### config.mk
export PLATFORM = sky130hd
export DESIGN_NAME = channel_slot_allocator_unit
export DESIGN_NICKNAME = d
export VERILOG_FILES = /design/src/design/csa_pkg.sv /design/src/design/channel_slot_allocator_unit.sv /design/src/design/csa_slot_table.sv /design/src/design/csa_sequencer.sv
export SDC_FILE = /design/constraint.sdc
export NUM_CORES = 1
export LEC_CHECK = 0
export BUFFER_PORTS_ARGS = -buffer_cell sky130_fd_sc_hd__buf_4
export CAP_MARGIN = 5
export CORE_AREA = 3 3 370 372
export DETAILED_ROUTE_END_ITERATION = 10
export DIE_AREA = 0 0 373 375
export PLACE_DENSITY = 0.59
export SLEW_MARGIN = 20
export SYNTH_ARGS = -nofsm -noshare
export SYNTH_HDL_FRONTEND = slang
export SYNTH_SLANG_ARGS = --single-unit
### constraint.sdc
create_clock -name clock -period 6.16 [get_ports clock]
set_clock_uncertainty 0.1 [all_clocks]
set_input_delay 0.616 -clock clock [delete_from_list [all_inputs] [get_ports clock]]
set_output_delay 0.616 -clock clock [all_outputs]
set_load 0.03 [all_outputs]
### src/design/csa_pkg.sv
package csa_pkg;

   // Pool size and the widths that follow from it.
   localparam int SLOTS  = 32;
   localparam int SLOT_W = $clog2(SLOTS);
   localparam int FREE_W = $clog2(SLOTS + 1);
   localparam int CALL_W = 31;
   localparam int OP_W   = 2;

   typedef enum logic [OP_W-1:0] {
      OP_ALLOC_ANY   = 2'd0,
      OP_ALLOC_NAMED = 2'd1,
      OP_RELEASE     = 2'd2,
      OP_LOOKUP      = 2'd3
   } op_type;

   typedef enum logic [3:0] {
      ST_IDLE   = 4'b0001,
      ST_SEARCH = 4'b0010,
      ST_UPDATE = 4'b0100,
      ST_FINISH = 4'b1000
   } state_type;

   // One write into the slot table per cycle.
   typedef struct packed {
      logic              en;
      logic [SLOT_W-1:0] addr;
      logic              busy;
      logic [SLOT_W-1:0] rank;
      logic              call_en;
      logic [CALL_W-1:0] call;
      logic              free_dec;
      logic              free_inc;
   } tbl_write_type;

   // Finished operation handed to the response register.
   typedef struct packed {
      logic              done;
      logic              ok;
      logic [SLOT_W-1:0] slot;
   } result_type;

endpackage

### src/design/channel_slot_allocator_unit.sv
// Channel slot allocator: a pool of 32 slots kept in an ordered free list.
// The request channel (req_valid, req_stall, req_operation, req_call_id,
// req_slot_index) takes one word at a time: allocate any free slot, allocate
// a named slot, release a slot, or look up the oldest slot bound to a call id.
// Every request produces exactly one response word on the rsp_ channel with a
// success flag, the slot number (zero on failure) and the free count after
// the operation.
// All work is done by one sequencer that walks the slot table one entry per
// cycle through a single read port and a single write port. A lookup searches
// every entry; an allocate-any searches until it finds the head of the free
// list and then walks every entry to update the ranks; a named allocate or
// release checks its slot once, then walks every entry to update, and skips
// the update when it fails. req_stall stays high from the accept until the
// result is handed over.
// Reset empties the pool: every slot is free, ranked in slot order, and the
// free count is 32. If the receiver stalls, the response word holds in the
// output register; the next request may be accepted and processed meanwhile,
// and its result waits in the sequencer until the register frees up.
module channel_slot_allocator_unit (
   input  logic                          clock,
   input  logic                          reset,
   input  logic                          req_valid,
   output logic                          req_stall,
   input  logic [csa_pkg::OP_W-1:0]      req_operation,
   input  logic [csa_pkg::CALL_W-1:0]    req_call_id,
   input  logic [csa_pkg::SLOT_W-1:0]    req_slot_index,
   output logic                          rsp_valid,
   input  logic                          rsp_stall,
   output logic                          rsp_ok,
   output logic [csa_pkg::SLOT_W-1:0]    rsp_slot_found,
   output logic [csa_pkg::FREE_W-1:0]    rsp_free_slots
);

   logic [csa_pkg::SLOT_W-1:0] rd_addr;
   logic                       rd_busy;
   logic [csa_pkg::SLOT_W-1:0] rd_rank;
   logic [csa_pkg::CALL_W-1:0] rd_call;
   logic [csa_pkg::FREE_W-1:0] free_total;
   csa_pkg::tbl_write_type     wr;
   csa_pkg::result_type        result;
   logic                       out_ready;

   logic                       rsp_valid_ff, rsp_valid_in;
   logic                       rsp_ok_ff;
   logic [csa_pkg::SLOT_W-1:0] rsp_slot_ff;
   logic [csa_pkg::FREE_W-1:0] rsp_free_ff;

   csa_slot_table u_table (
      .clock      (clock),
      .reset      (reset),
      .rd_addr    (rd_addr),
      .rd_busy    (rd_busy),
      .rd_rank    (rd_rank),
      .rd_call    (rd_call),
      .wr         (wr),
      .free_total (free_total)
   );

   csa_sequencer u_seq (
      .clock          (clock),
      .reset          (reset),
      .req_valid      (req_valid),
      .req_stall      (req_stall),
      .req_operation  (req_operation),
      .req_call_id    (req_call_id),
      .req_slot_index (req_slot_index),
      .rd_addr        (rd_addr),
      .rd_busy        (rd_busy),
      .rd_rank        (rd_rank),
      .rd_call        (rd_call),
      .free_total     (free_total),
      .wr             (wr),
      .out_ready      (out_ready),
      .result         (result)
   );

   // The output register can take a new word when empty or being drained.
   assign out_ready = !rsp_valid_ff || !rsp_stall;

   always_comb begin
      rsp_valid_in = rsp_valid_ff;
      if (result.done && out_ready) begin
         rsp_valid_in = 1'b1;
      end else if (!rsp_stall) begin
         rsp_valid_in = 1'b0;
      end
   end

   always_ff @(posedge clock) begin
      if (reset) begin
         rsp_valid_ff <= 1'b0;
      end else begin
         rsp_valid_ff <= rsp_valid_in;
      end
   end

   // The free count is sampled after the table update has settled.
   always_ff @(posedge clock) begin
      if (result.done && out_ready) begin
         rsp_ok_ff   <= result.ok;
         rsp_slot_ff <= result.ok ? result.slot : '0;
         rsp_free_ff <= free_total;
      end
   end

   assign rsp_valid      = rsp_valid_ff;
   assign rsp_ok         = rsp_ok_ff;
   assign rsp_slot_found = rsp_slot_ff;
   assign rsp_free_slots = rsp_free_ff;

   // A failed operation never reports a slot number.
   a_fail_slot_zero: assert property (@(posedge clock) disable iff (reset)
      (rsp_valid && !rsp_ok) |-> (rsp_slot_found == '0))
      else $error("failed response carries a nonzero slot");

   // The free count never exceeds the pool size.
   a_free_bound: assert property (@(posedge clock) disable iff (reset)
      rsp_valid |-> ({1'b0, rsp_free_slots} <= (csa_pkg::FREE_W + 1)'(csa_pkg::SLOTS)))
      else $error("free count exceeds pool size");

   // Once a word is accepted the sequencer is busy on the next cycle.
   a_busy_after_accept: assert property (@(posedge clock) disable iff (reset)
      (req_valid && !req_stall) |=> req_stall)
      else $error("request channel open right after an accept");

   // A completed result is loaded into the output register and shown the next cycle.
   a_result_loaded: assert property (@(posedge clock) disable iff (reset)
      (result.done && out_ready) |=> rsp_valid)
      else $error("completed result was not presented");

endmodule

### src/design/csa_slot_table.sv
module csa_slot_table (
   input  logic                               clock,
   input  logic                               reset,
   input  logic [csa_pkg::SLOT_W-1:0]         rd_addr,
   output logic                               rd_busy,
   output logic [csa_pkg::SLOT_W-1:0]         rd_rank,
   output logic [csa_pkg::CALL_W-1:0]         rd_call,
   input  csa_pkg::tbl_write_type             wr,
   output logic [csa_pkg::FREE_W-1:0]         free_total
);

   logic                       busy_ff [csa_pkg::SLOTS];
   logic [csa_pkg::SLOT_W-1:0] rank_ff [csa_pkg::SLOTS];
   logic [csa_pkg::CALL_W-1:0] call_ff [csa_pkg::SLOTS];
   logic [csa_pkg::FREE_W-1:0] free_total_ff;
   logic [csa_pkg::FREE_W-1:0] free_total_in;

   // Every field is read at the single address the sequencer drives.
   assign rd_busy    = busy_ff[rd_addr];
   assign rd_rank    = rank_ff[rd_addr];
   assign rd_call    = call_ff[rd_addr];
   assign free_total = free_total_ff;

   always_comb begin
      free_total_in = free_total_ff;
      if (wr.en && wr.free_dec) begin
         free_total_in = free_total_ff - 1'b1;
      end else if (wr.en && wr.free_inc) begin
         free_total_in = free_total_ff + 1'b1;
      end
   end

   always_ff @(posedge clock) begin
      if (reset) begin
         for (int i = 0; i < csa_pkg::SLOTS; i++) begin
            busy_ff[i] <= 1'b0;
            rank_ff[i] <= csa_pkg::SLOT_W'(i);
         end
         free_total_ff <= csa_pkg::FREE_W'(csa_pkg::SLOTS);
      end else begin
         if (wr.en) begin
            busy_ff[wr.addr] <= wr.busy;
            rank_ff[wr.addr] <= wr.rank;
         end
         free_total_ff <= free_total_in;
      end
   end

   // Call ids carry no reset; they are only read for slots in use.
   always_ff @(posedge clock) begin
      if (wr.en && wr.call_en) begin
         call_ff[wr.addr] <= wr.call;
      end
   end

endmodule

### src/design/csa_sequencer.sv
module csa_sequencer (
   input  logic                               clock,
   input  logic                               reset,
   input  logic                               req_valid,
   output logic                               req_stall,
   input  logic [csa_pkg::OP_W-1:0]           req_operation,
   input  logic [csa_pkg::CALL_W-1:0]         req_call_id,
   input  logic [csa_pkg::SLOT_W-1:0]         req_slot_index,
   output logic [csa_pkg::SLOT_W-1:0]         rd_addr,
   input  logic                               rd_busy,
   input  logic [csa_pkg::SLOT_W-1:0]         rd_rank,
   input  logic [csa_pkg::CALL_W-1:0]         rd_call,
   input  logic [csa_pkg::FREE_W-1:0]         free_total,
   output csa_pkg::tbl_write_type             wr,
   input  logic                               out_ready,
   output csa_pkg::result_type                result
);

   localparam logic [csa_pkg::SLOT_W-1:0] LAST = csa_pkg::SLOT_W'(csa_pkg::SLOTS - 1);

   csa_pkg::state_type         state_ff, state_in;
   csa_pkg::op_type            op_ff, op_in;
   logic [csa_pkg::CALL_W-1:0] cid_ff, cid_in;
   logic [csa_pkg::SLOT_W-1:0] idx_ff, idx_in;
   logic [csa_pkg::SLOT_W-1:0] cnt_ff, cnt_in;
   logic                       found_ff, found_in;
   logic [csa_pkg::SLOT_W-1:0] slot_ff, slot_in;
   logic [csa_pkg::SLOT_W-1:0] rank_ff, rank_in;
   logic                       cnt_last;
   logic                       idx_ok;
   logic                       taking;
   logic                       direct;
   logic [csa_pkg::FREE_W-1:0] busy_total;

   assign req_stall  = (state_ff != csa_pkg::ST_IDLE);
   assign cnt_last   = (cnt_ff == LAST);
   assign idx_ok     = ({1'b0, idx_ff} < csa_pkg::FREE_W'(csa_pkg::SLOTS));
   assign taking     = (op_ff != csa_pkg::OP_RELEASE);
   assign direct     = (op_ff == csa_pkg::OP_ALLOC_NAMED) || (op_ff == csa_pkg::OP_RELEASE);
   assign busy_total = csa_pkg::FREE_W'(csa_pkg::SLOTS) - free_total;

   // Named allocate and release read their slot directly in the search; all else walks the counter.
   assign rd_addr = (state_ff == csa_pkg::ST_SEARCH && direct) ? idx_ff : cnt_ff;

   always_comb begin
      state_in    = state_ff;
      op_in       = op_ff;
      cid_in      = cid_ff;
      idx_in      = idx_ff;
      cnt_in      = cnt_ff;
      found_in    = found_ff;
      slot_in     = slot_ff;
      rank_in     = rank_ff;
      wr          = '0;
      result      = '0;
      result.ok   = found_ff;
      result.slot = slot_ff;
      case (state_ff)
         csa_pkg::ST_IDLE: begin
            if (req_valid) begin
               op_in    = csa_pkg::op_type'(req_operation);
               cid_in   = req_call_id;
               idx_in   = req_slot_index;
               cnt_in   = '0;
               found_in = 1'b0;
               slot_in  = '0;
               rank_in  = '0;
               state_in = csa_pkg::ST_SEARCH;
            end
         end
         csa_pkg::ST_SEARCH: begin
            case (op_ff)
               csa_pkg::OP_ALLOC_ANY: begin
                  if (!rd_busy && rd_rank == '0) begin
                     found_in = 1'b1;
                     slot_in  = cnt_ff;
                     rank_in  = '0;
                     cnt_in   = '0;
                     state_in = csa_pkg::ST_UPDATE;
                  end else if (cnt_last) begin
                     state_in = csa_pkg::ST_FINISH;
                  end else begin
                     cnt_in = cnt_ff + 1'b1;
                  end
               end
               csa_pkg::OP_ALLOC_NAMED, csa_pkg::OP_RELEASE: begin
                  if (idx_ok && (rd_busy == !taking)) begin
                     found_in = 1'b1;
                     slot_in  = idx_ff;
                     rank_in  = rd_rank;
                     cnt_in   = '0;
                     state_in = csa_pkg::ST_UPDATE;
                  end else begin
                     state_in = csa_pkg::ST_FINISH;
                  end
               end
               csa_pkg::OP_LOOKUP: begin
                  // Keep the matching slot with the smallest allocation rank.
                  if (rd_busy && rd_call == cid_ff && (!found_ff || rd_rank < rank_ff)) begin
                     found_in = 1'b1;
                     slot_in  = cnt_ff;
                     rank_in  = rd_rank;
                  end
                  if (cnt_last) begin
                     state_in = csa_pkg::ST_FINISH;
                  end else begin
                     cnt_in = cnt_ff + 1'b1;
                  end
               end
               default: begin
                  state_in = csa_pkg::ST_FINISH;
               end
            endcase
         end
         csa_pkg::ST_UPDATE: begin
            wr.addr = cnt_ff;
            wr.call = cid_ff;
            if (cnt_ff == slot_ff) begin
               // The moved slot joins the tail of the list it enters.
               wr.en       = 1'b1;
               wr.busy     = taking;
               wr.rank     = taking ? busy_total[csa_pkg::SLOT_W-1:0]
                                    : free_total[csa_pkg::SLOT_W-1:0];
               wr.call_en  = taking;
               wr.free_dec = taking;
               wr.free_inc = !taking;
            end else if ((rd_busy == !taking) && rd_rank > rank_ff) begin
               // Close the gap left in the list the slot leaves.
               wr.en   = 1'b1;
               wr.busy = rd_busy;
               wr.rank = rd_rank - 1'b1;
            end
            if (cnt_last) begin
               state_in = csa_pkg::ST_FINISH;
            end else begin
               cnt_in = cnt_ff + 1'b1;
            end
         end
         csa_pkg::ST_FINISH: begin
            result.done = 1'b1;
            if (out_ready) begin
               state_in = csa_pkg::ST_IDLE;
            end
         end
         default: begin
            state_in = csa_pkg::ST_IDLE;
         end
      endcase
   end

   always_ff @(posedge clock) begin
      if (reset) begin
         state_ff <= csa_pkg::ST_IDLE;
         cnt_ff   <= '0;
         found_ff <= 1'b0;
      end else begin
         state_ff <= state_in;
         cnt_ff   <= cnt_in;
         found_ff <= found_in;
      end
   end

   always_ff @(posedge clock) begin
      op_ff   <= op_in;
      cid_ff  <= cid_in;
      idx_ff  <= idx_in;
      slot_ff <= slot_in;
      rank_ff <= rank_in;
   end

endmodule
==> impl_metrics.toml <==
[route]
vias = 37100
drc = 0
wl_met3_um = 20800
wire_per_inst_um = 30.8
wl_met2_um = 81200
highest_layer = "met4"
wirelength_um = 185000
vias_per_cell = 6.17
wirelength_met1_um = 74000
firstDrtPassIters = 6
drtIter0Drc = 5608
ant_nets = 0

[die]
design.portCount = 56
fp.coreArea_mm2 = 0.134
die_h_um = 375
rows = 134
initial_core_util_pct = 39.9
die_w_um = 373
die_area_mm2 = 0.140

[critical_path]
required_ns = 6.50
critical-path-top-delay-family = "compound AO/OA/AOI/OAI gates"
crit_chain = "inv_1, ha_1, buf_4, nand2_1, nor2_4, buf_4, o21ai_0, a22o_1, o22ai_1, a31oi_1, o21a_1, inv_1, ha_1, o21a_1, o21a_1, o21ai_0, nand2b_1, a21oi_2, buf_4, o2111ai_1, nor4_1, a41oi_2, nand2_1, buf_4"
cp_num_buf_inv = 6
cp_slowest_cell = "buf_4"
path_class = "reg -> reg"
max_stage_delay_ns = 0.57
path_common_cell = "buf_4"
critPathCaptureType = "flip-flop"
path_max_fanout = 29
crit_arrival_ns = 6.33
startpoint_type = "flip-flop"

[synthesis]
synth_edf_count = 1244
synth.net_count = 3950
synthCells = 3891
synthesis.area_mm2 = 0.0533
ys_seq_area_share_pct = 70.7
yosysTopAreaCellShare_pct = 70.0
synthArstFlopShare_pct = 0
ys_warn_count = 0
syn_avg_cell_area_um2 = 13.7
synth-main-ff-cell = "edfxtp_1"
ys_top_cells_by_area = "edfxtp_1 70%, nand2_1 3.7%, mux2i_1 3.6%"
ys_types = 88
netlist.top_cell.by_area = "edfxtp_1"
synth_seq_cells = 1261

[timing]
hold_viol = 0
finalSetupViolations = 0
finalMaxSlewViolations = 0
fin_hold_ws_ns = 0.0470
finalCriticalPeriod_ns = 5.99
worst_slew_pin_slew_ns = 1.17
clock.fmax_mhz = 167
finalCritPeriodShare_pct = 97.2
fin_ws_ns = 0.171
relSlewSlack_pct = 21.3

[place]
placed_cells = 5702
post-place-ws_ns = -0.0734
dp_hpwl_um = 110000
port_buffers = 55
gp_congestion = 0.896

[status]
status = "complete, no violations"

[clocking]
cts_tree = "built"
root_buffer = "clkbuf_16"
clockBufferDepth = 3
cts_inserted_buffers = 137
h-tree-depth = 4
cts.reportedPaths.clkPinSlew_ns = 0.06
clk_latency_ns = 0.78
clock-sinks = 1261

[final_layout]
fin_util_pct = 46.6
synthToLayoutAreaGrowth_pct = 16.8
final_cell_mix = "1,244 x edfxtp_1, 527 x nand2_1, 305 x buf_4, 195 x nand3_1, 190 x mux2i_1"
final_layout_size_suffix_gt1_share_pct = 15.7
regArea_mm2 = 0.0377
final_nets = 4185
final_cells = 6005
multi_input_area_mm2 = 0.0147
final_common_cell = "edfxtp_1"
num-fill-cells = 11600

[grt]
grt_pass1_vias = 34400
grt.overflow.total = 0
grt_use_total_pct = 25.7
antenna_found_initial = 5
grt_pass1_wl_um = 259000
grt_max_degree = 144

[power_and_ir_drop]
peakVddDrop_v = 0.000242
powerDensity_mw_per_mm2 = 303
leakage_nw = 19.4
p_total_mw = 18.9

[hold_path]
worstHoldPathType = "in -> reg"

[flow_run]
maxCapViolCount = 0
[per-layer routing]
metal,vias to the layer above,track usage [%]
li1,15500,-
met1,18600,36.2
met2,2461,38.8
met3,437,5.32
met4,0,10.8
met5,-,0
[metrics by stage]
stage | TNS, ns | instance area (um^2)
5_1_grt | -0.0548 | 62300
3_3_place_gp | -0.157 | 57300
6_report | 0 | 62300
2_1_floorplan | 0 | 53300
4_1_cts | 0 | 62100
3_5_place_dp | -0.731 | 57300
[sequential cells by signal, summed over array words and instances (netlist names)]
register and count:
u_seq.rank_ff 5, u_seq.idx_ff 5, u_table.busy_ff 32, u_seq.op_ff 2, u_seq.slot_ff 5, u_seq.state_ff 4
rsp_ok 1, rsp_free_slots 6, u_table.call_ff 992, u_seq.found_ff 1, u_seq.cid_ff 31, rsp_valid 1
rsp_slot_found 5, u_table.free_total 6, u_table.rank_ff 160, u_seq.cnt_ff 5
[path summary, 6_finish.rpt]
kind,startpoint,endpoint,slack [ns],cells past startpoint
max,u_seq.op_ff[1]$_DFFE_PP_,u_seq.rank_ff[1]$_SDFFCE_PN0P_,0.17,24
min,reset,rsp_valid$_SDFFE_PP0P_,0.05,2
max reg2reg,u_seq.op_ff[1]$_DFFE_PP_,u_seq.rank_ff[1]$_SDFFCE_PN0P_,0.17,24
min reg2reg,u_table.free_total[5]$_SDFFE_PP1P_,rsp_free_slots[5]$_DFFE_PP_,0.36,0
[final cells by class]
class                      count  area share, %
clock inverter                74           1.40
multi-input combinational   2332           23.7
timing repair buffer         366           4.97
antenna                        2        0.00803
sequential                  1261           60.5
clock buffer                 174           5.76
tap                         1768           3.55
inverter                      28          0.175
[power breakdown]
group / switching [mW] / total [mW] / internal, mW
clock: 3.51 / 8.16 / 4.65
combinational: 0.854 / 1.26 / 0.402
sequential: 0.0698 / 9.46 / 9.39
[worst reg2reg max path: cells and delay by family (launching register included)]
kind | cells | cell delay [ns]
AO/OA/AOI/OAI | 11 | 2.13
adder cells (fa/ha/maj) | 2 | 0.58
buffers and inverters | 6 | 1.43
flip-flops | 1 | 0.38
AND/OR/NAND/NOR | 5 | 1.04
[cells in the mapped netlist, types with 6 or more instances]
library cell	number
edfxtp_1	1244
nand2_1	528
nand3_1	196
mux2i_1	190
nor2_1	174
a211oi_1	157
clkbuf_1	147
and3_1	125
o21ai_0	119
a21oi_1	85
buf_2	83
nor3_1	83
a31oi_1	75
o22ai_1	57
nand4_1	46
and2_1	44
a311oi_1	35
xnor2_1	30
nand2b_1	28
inv_1	27
mux2_2	22
a32oi_1	21
buf_1	19
nor4_1	19
a2111oi_0	18
a22oi_1	17
dfxtp_1	17
a221oi_1	16
ha_1	16
o221ai_1	16
nor2b_1	15
or2_2	15
xor2_1	15
buf_4	14
mux4_2	11
a211o_1	10
buf_6	10
o211ai_1	10
or3_1	9
a21o_1	7
o2111ai_1	7
nand3b_1	6
o21a_1	6
o31ai_1	6
[repair_timing]
item,4_1_cts,5_1_grt
hold buffers,38,0
setup buffers,0,10
gates cloned,0,3
pin swaps,1,6
endpoints found under the setup margin,10,228
gates resized for setup,2,14
hold endpoints to repair,38,0
[cells by family (layout without fill, tap and decap cells)]
family                   count (synthesis)  count (layout)  share of synthesized area (%)
AO/OA/AOI/OAI                          724             724                           9.40
flip-flops                            1261            1261                           70.7
buffers and inverters                  301             642                           2.55
AND/OR/NAND/NOR                       1320            1323                           11.7
adder cells (fa/ha/maj)                 17              17                          0.413
other                                    0               2                              0
XOR/XNOR                                45              45                          0.739
multiplexers                           223             223                           4.49
Note: power is estimated with default switching activity, not from simulation.
